===== config.mk =====
export PLATFORM = sky130hd
export DESIGN_NAME = zero_run_escape_string_encoder
export DESIGN_NICKNAME = d
export VERILOG_FILES = /design/src/design/zres_pkg.sv /design/src/design/zres_build.sv /design/src/design/zres_emit.sv /design/src/design/zero_run_escape_string_encoder.sv
export SDC_FILE = /design/constraint.sdc
export NUM_CORES = 1
export LEC_CHECK = 0
export ABC_AREA = 1
export BUFFER_PORTS_ARGS = -buffer_cell sky130_fd_sc_hd__buf_2
export CORE_ASPECT_RATIO = 1.2
export CORE_MARGIN = 3
export CORE_UTILIZATION = 50
export CTS_CLUSTER_SIZE = 16
export DETAILED_ROUTE_END_ITERATION = 8
export PLACE_DENSITY_LB_ADDON = 0.1
export SETUP_SLACK_MARGIN = 0.2
export SLEW_MARGIN = 20
export SYNTH_ARGS = -nofsm -noshare
export SYNTH_HDL_FRONTEND = slang
export SYNTH_SLANG_ARGS = --single-unit
export TNS_END_PERCENT = 30

===== constraint.sdc =====
create_clock -name i_clk -period 2.7 [get_ports i_clk]
set_clock_uncertainty 0.2 [all_clocks]
set_input_delay 0.405 -clock i_clk [delete_from_list [all_inputs] [get_ports i_clk]]
set_output_delay 0.405 -clock i_clk [all_outputs]
set_load 0.02 [all_outputs]

===== src/design/zres_pkg.sv =====
// Shared types and constants for the zero-run escape string encoder.
// Used by zres_build, zres_emit and zero_run_escape_string_encoder.
package zres_pkg;

    localparam int unsigned MAX_RESULTS = 4;
    localparam int unsigned CNT_W       = 3;
    localparam int unsigned IDX_W       = 2;

    localparam logic [7:0] ESC_BYTE  = 8'h00;
    localparam logic [7:0] RUN_MAX   = 8'hFF;
    localparam logic [7:0] RUN_LIMIT = 8'hFE;

    typedef logic [MAX_RESULTS-1:0][7:0] t_bytes;

    typedef struct packed {
        t_bytes           bytes;
        logic [CNT_W-1:0] cnt;
        logic             ends;
    } t_group;

endpackage


===== src/design/zres_build.sv =====
// Combinational encoder step: turns one item and the pending zero count into
// a group of up to four output bytes. Depends on zres_pkg.
module zres_build (
    input  logic [7:0]      i_data_byte,
    input  logic           i_end_marker,
    input  logic [7:0]      i_pend_cnt,
    output zres_pkg::t_group o_group,
    output logic [7:0]      o_next_cnt
);

    always_comb begin
        o_group.bytes = '0;
        o_group.cnt   = '0;
        o_group.ends  = 1'b0;
        o_next_cnt    = 8'd0;
        if (i_end_marker) begin
            o_group.ends = 1'b1;
            if (i_pend_cnt != 8'd0) begin
                o_group.bytes[0] = zres_pkg::ESC_BYTE;
                o_group.bytes[1] = i_pend_cnt;
                o_group.bytes[2] = zres_pkg::ESC_BYTE;
                o_group.bytes[3] = zres_pkg::ESC_BYTE;
                o_group.cnt      = 3'd4;
            end else begin
                o_group.bytes[0] = zres_pkg::ESC_BYTE;
                o_group.bytes[1] = zres_pkg::ESC_BYTE;
                o_group.cnt      = 3'd2;
            end
        end else if (i_data_byte == 8'd0) begin
            if (i_pend_cnt >= zres_pkg::RUN_LIMIT) begin
                o_group.bytes[0] = zres_pkg::ESC_BYTE;
                o_group.bytes[1] = zres_pkg::RUN_MAX;
                o_group.cnt      = 3'd2;
            end else begin
                o_next_cnt = i_pend_cnt + 8'd1;
            end
        end else if (i_pend_cnt != 8'd0) begin
            o_group.bytes[0] = zres_pkg::ESC_BYTE;
            o_group.bytes[1] = i_pend_cnt;
            o_group.bytes[2] = i_data_byte;
            o_group.cnt      = 3'd3;
        end else begin
            o_group.bytes[0] = i_data_byte;
            o_group.cnt      = 3'd1;
        end
    end

endmodule


===== src/design/zres_emit.sv =====
// Result register: holds one group of encoded bytes and sends them out one
// per cycle while the output is not stalled. Depends on zres_pkg.
module zres_emit (
    input  logic             i_clk,
    input  logic             i_rst_n,
    input  logic             i_load,
    input  zres_pkg::t_group i_group,
    output logic             o_free,
    output logic             o_out_valid,
    input  logic             i_out_stall,
    output logic [7:0]       o_out_byte,
    output logic             o_run_last,
    output logic             o_string_done
);

    logic                           r_vld;
    logic [zres_pkg::IDX_W-1:0]     r_idx;
    zres_pkg::t_group               r_grp;
    logic                           last;

    assign last          = ({1'b0, r_idx} == (r_grp.cnt - 3'd1));
    assign o_free        = !r_vld || (!i_out_stall && last);
    assign o_out_valid   = r_vld;
    assign o_out_byte    = r_grp.bytes[r_idx];
    assign o_run_last    = last;
    assign o_string_done = last && r_grp.ends;

    always_ff @(posedge i_clk) begin
        if (!i_rst_n) begin
            r_vld <= 1'b0;
            r_idx <= '0;
        end else if (i_load) begin
            r_vld <= 1'b1;
            r_idx <= '0;
        end else if (r_vld && !i_out_stall) begin
            if (last) begin
                r_vld <= 1'b0;
            end else begin
                r_idx <= r_idx + 2'd1;
            end
        end
    end

    always_ff @(posedge i_clk) begin
        if (i_load) begin
            r_grp <= i_group;
        end
    end

endmodule


===== src/design/zero_run_escape_string_encoder.sv =====
// Zero-run escape string encoder: input register, pending zero count and result stage.
// Results pass from the input register through zres_build into the result register.
// Throughput: one item per cycle while the output is not stalled and each item yields
// at most one result byte; a longer item (up to 4 bytes) holds the output register to its last byte.
// Reset (synchronous, active low) empties both stages and clears the zero count.
// Depends on zres_pkg, zres_build and zres_emit.
module zero_run_escape_string_encoder (
    input  logic       i_clk,
    input  logic       i_rst_n,
    input  logic       i_in_valid,
    output logic       o_in_stall,
    input  logic [7:0] i_data_byte,
    input  logic       i_end_marker,
    output logic       o_out_valid,
    input  logic       i_out_stall,
    output logic [7:0] o_out_byte,
    output logic       o_run_last,
    output logic       o_string_done
);

    logic             r_in_vld;
    logic [7:0]       r_in_data;
    logic             r_in_end;
    logic [7:0]       r_pend_cnt;
    logic [7:0]       n_pend_cnt;
    zres_pkg::t_group group;
    logic             free;
    logic             adv;
    logic             load;

    zres_build u_build (
        .i_data_byte  (r_in_data),
        .i_end_marker (r_in_end),
        .i_pend_cnt   (r_pend_cnt),
        .o_group      (group),
        .o_next_cnt   (n_pend_cnt)
    );

    zres_emit u_emit (
        .i_clk         (i_clk),
        .i_rst_n       (i_rst_n),
        .i_load        (load),
        .i_group       (group),
        .o_free        (free),
        .o_out_valid   (o_out_valid),
        .i_out_stall   (i_out_stall),
        .o_out_byte    (o_out_byte),
        .o_run_last    (o_run_last),
        .o_string_done (o_string_done)
    );

    assign adv        = r_in_vld && ((group.cnt == 3'd0) || free);
    assign load       = adv && (group.cnt != 3'd0);
    assign o_in_stall = r_in_vld && !adv;

    always_ff @(posedge i_clk) begin
        if (!i_rst_n) begin
            r_in_vld   <= 1'b0;
            r_pend_cnt <= 8'd0;
        end else begin
            if (adv) begin
                r_pend_cnt <= n_pend_cnt;
            end
            if (i_in_valid && !o_in_stall) begin
                r_in_vld <= 1'b1;
            end else if (adv) begin
                r_in_vld <= 1'b0;
            end
        end
    end

    always_ff @(posedge i_clk) begin
        if (i_in_valid && !o_in_stall) begin
            r_in_data <= i_data_byte;
            r_in_end  <= i_end_marker;
        end
    end

    a_cnt_below_max: assert property (@(posedge i_clk) disable iff (!i_rst_n)
        r_pend_cnt != zres_pkg::RUN_MAX)
        else $error("pending zero count reached the run maximum");

    a_done_is_last: assert property (@(posedge i_clk) disable iff (!i_rst_n)
        (o_out_valid && o_string_done) |-> o_run_last)
        else $error("string end flagged on a byte that is not the last of its item");

    a_done_is_zero: assert property (@(posedge i_clk) disable iff (!i_rst_n)
        (o_out_valid && o_string_done) |-> (o_out_byte == zres_pkg::ESC_BYTE))
        else $error("terminator byte is not zero");

    a_end_clears_cnt: assert property (@(posedge i_clk) disable iff (!i_rst_n)
        (adv && r_in_end) |=> (r_pend_cnt == 8'd0))
        else $error("zero count not cleared after end of string");

endmodule


==> key figures <==
Clock network
  – # hold bufs at CTS: 0
  – Clock-pin transition on the worst setup and hold timing paths: 0.09 ns
  – Inserted Clock Buffers: 5
  – H-tree levels: 2
  – Clk sinks: 49
  – CTS tree: done
  – Skew-Pair Late Insertion Delay: 0.30 ns
  – Root buffer cell: clkbuf_8
  – Clock Tree Buf Depth: 2
  – Setup bufs post-CTS: 0

Synthesis
  – Main area contributors after synthesis: edfxtp_1, dfxtp_1, nor2_1, inv_1, nand2_1
  – Biggest area consumer among synthesized cells: edfxtp_1
  – Unique cell type count in the Yosys netlist: 26
  – Post-synthesis register bit count: 49
  – Mapped Avg Cell Area: 9.09 um2
  – Post-synthesis sequential area ratio: 56.3%
  – Top-area cell type share of the netlist area: 46.3%
  – Mapped Cells: 264
  – Cell Area, Synth: 2400 um2
  – Yosys Warn Count: 0
  – Synthesized net count: 281

Critical path
  – Crit-path max cell delay: 0.41 ns
  – FF-to-FF setup slack: 0.53 ns
  – CP startpoint: u_emit.r_grp[1]$_DFFE_PP_
  – Crit path top cell by count: inv_2
  – CP endpoint: o_in_stall
  – Crit path max fanout: 2
  – Worst path top cell family by delay: simple AND/OR/NAND/NOR gates
  – Slowest CP cell: edfxtp_1
  – Critical R2R Launch: r_pend_cnt[0]$_SDFFE_PN0P_
  – WP data arrival: 1.77 ns
  – Worst setup SP type: flip-flop
  – Reg2reg path depth: 10
  – WP buf/inv: 4
  – WP depth: 10
  – Crit path capture type: primary output
  – Reg2Reg Capture Point: u_emit.r_grp[13]$_DFFE_PP_
  – Critical path type: flip-flop to primary output
  – CP Data Required Time: 2.10 ns
  – Cell Chain, Critical Path: inv_2 -> ha_4 -> inv_1 -> nand2_1 -> nand2_2 -> nand4_1 -> and2_4 -> nand3_4 -> inv_2 -> buf_6

Floorplan
  – Core Region: 4630 um2
  – Rows: 27
  – Die Y-Extent: 81.9 um
  – Starting density of the core: 51.9%
  – Full die area: 5670 um2
  – DIE WIDTH: 69.3 um
  – Top-level port count: 25

Timing
  – Final setup violating endpoints: 0
  – Fin Setup TNS: 0 ns
  – Worst slew pin tran: 0.682 ns
  – Tmin final: 2.37 ns
  – Rel. slew slack: 54.2%
  – Final setup margin: 0.328 ns
  – Fin. max-slew vios: 0
  – Max frequency: 422 MHz
  – Final Hold Viols: 0
  – RSZ-0062 raised after global routing: false
  – Final Cycle Share: 87.8%

Detailed routing
  – Initial DRC Count: 116
  – Via density: 5.01
  – Remaining antenna violation count after routing: 0
  – WL/cell: 12.7 um
  – Vias post-DR: 1,770
  – Drt drc: 0
  – Initial DRT Pass Iterations: 4
  – Routed wire length: 4470 um

Final layout
  – Commonest non-fill, non-tap cell in the layout: nor2_1
  – # diodes: 0
  – Synth-to-layout area growth: 15.3%
  – Fin nets: 311
  – Number of fill cells: 403
  – Most frequent cells in the layout: nor2_1, inv_1, edfxtp_1
  – Share of layout cells above drive strength 1: 17.6%

Pwr
  – Pwr/cell area: 581 nW/um2
  – Worst VDD drop: 0.000449 V
  – Leakage power: 1.21 nW

Placement
  – Port buffer count: 24
  – Gpl congestion: 0.878
  – Detailed Place HPWL: 3330 um
  – Pre-CTS setup slack: 0.496 ns

Hold path
  – Type of the worst min-delay path: primary input to flip-flop

Run status
  – Status: finished, final reports clean

Global route
  – All-layer global routing usage: 17.7%
  – Vias in the first global route: 1,732
  – Antenna violations before repair: 0
  – Global-route wire length before repair: 7980 um
  – Largest net degree at the start of global routing: 30
  – GRT Residual Overflow: 0

Flow run
  – Max-Cap Viols: 0
==> cells in the mapped netlist <==
cell / count
nand2_2: 1
nor2_8: 1
o31ai_1: 2
clkbuf_8: 1
a21oi_2: 1
buf_12: 1
and2_1: 1
ha_1: 4
nand2_1: 36
nor2_1: 47
xnor2_1: 1
clkbuf_1: 1
nand3_4: 2
nand3_1: 26
inv_1: 40
nand4_1: 6
buf_2: 3
edfxtp_1: 37
o21ai_0: 25
dfxtp_1: 12
nand2_4: 1
a21oi_1: 9
clkinv_1: 2
o21ai_1: 1
xor2_1: 2
nor2_2: 1
==> kinds of logic (layout without fill, tap and decap cells) <==
family / after synthesis / count (layout) / share of synthesized area (%)
DFF: 49 / 49 / 56.3
AOI/OAI and AO/OA: 38 / 38 / 8.29
and+or+nand+nor: 122 / 122 / 23.5
adders and majority gates: 4 / 4 / 2.08
xor gates and xnor gates: 3 / 3 / 1.09
buffers and inverters: 48 / 79 / 8.75
==> worst register-to-register path, cell delays in order (launching register included) <==
cell,delay [ns]
dfxtp_2,0.36
inv_1,0.09
ha_1,0.20
nor2_1,0.08
nor2_1,0.05
nand2_2,0.15
nand3_4,0.17
nand3_4,0.16
nand3_1,0.10
inv_1,0.13
buf_12,0.20
==> sequential cells by signal, summed over array words and instances, names as in the netlist <==
| name | count |
|---|---|
| u_emit.o_out_valid | 1 |
| r_in_end | 1 |
| u_emit.r_idx | 2 |
| r_pend_cnt | 8 |
| r_in_vld | 1 |
| u_emit.r_grp | 28 |
| r_in_data | 8 |
==> stage by stage <==
| step | area (um2) | hold WS, ns | total power, mW | instances | utilization (%) |
|---|---|---|---|---|---|
| 2_1_floorplan | 2400 | 0.267 | 0.957 | 264 | - |
| 3_3_place_gp | 2590 | 0.302 | 0.997 | 345 | 56.0 |
| 3_5_place_dp | 2590 | 0.304 | 1.00 | 345 | 56.0 |
| 4_1_cts | 2750 | 0.0651 | 1.62 | 353 | 59.4 |
| 5_1_grt | 2770 | 0.0646 | 1.67 | 353 | 59.8 |
| 6_report | 2770 | 0.0794 | 1.61 | 353 | 59.8 |
==> worst min-delay path by stage <==
stage,startpoint,endpoint,slack [ns],cells after the start
2_1_floorplan,r_pend_cnt[5]$_SDFFE_PN0P_,r_pend_cnt[5]$_SDFFE_PN0P_,0.27,2
3_3_place_gp,r_pend_cnt[5]$_SDFFE_PN0P_,r_pend_cnt[5]$_SDFFE_PN0P_,0.30,2
3_5_place_dp,r_pend_cnt[5]$_SDFFE_PN0P_,r_pend_cnt[5]$_SDFFE_PN0P_,0.30,2
4_1_cts,i_data_byte[6],r_in_data[6]$_DFFE_PP_,0.07,1
5_1_grt,i_data_byte[1],r_in_data[1]$_DFFE_PP_,0.06,1
6_report,i_data_byte[3],r_in_data[3]$_DFFE_PP_,0.08,1
==> what timing repair did <==
action                                  in CTS  in global routing
endpoints found under the setup margin       1                  1
gates resized for setup                      4                  7
pin swaps                                    3                  3
==> per-layer routing <==
metal	track usage [%]	up-vias	part of all wire [%]	wire (um)
met5	0	-	0	0
met4	5.86	0	1.5	66
met3	3.30	7	3.6	159
met2	31.7	36	50	2260
met1	21.6	796	44	1990
li1	-	931	-	-
==> power breakdown <==
part	switching (mW)	internal [mW]
clock network	0.248	0.373
registers	0.0194	0.844
logic	0.0804	0.0437
==> cell type report <==
| type | count | area, um2 | share of cell area [%] |
|---|---|---|---|
| inverter | 42 | 158 | 5.70 |
| clock inverter | 3 | 68.8 | 2.49 |
| clock buffer | 5 | 68.8 | 2.49 |
| multi-input combinational | 167 | 870 | 31.4 |
| tap | 58 | 72.6 | 2.62 |
| sequential | 49 | 1350 | 48.9 |
| timing repair buffer | 29 | 176 | 6.37 |
Note: power is estimated with default switching activity, not from simulation.
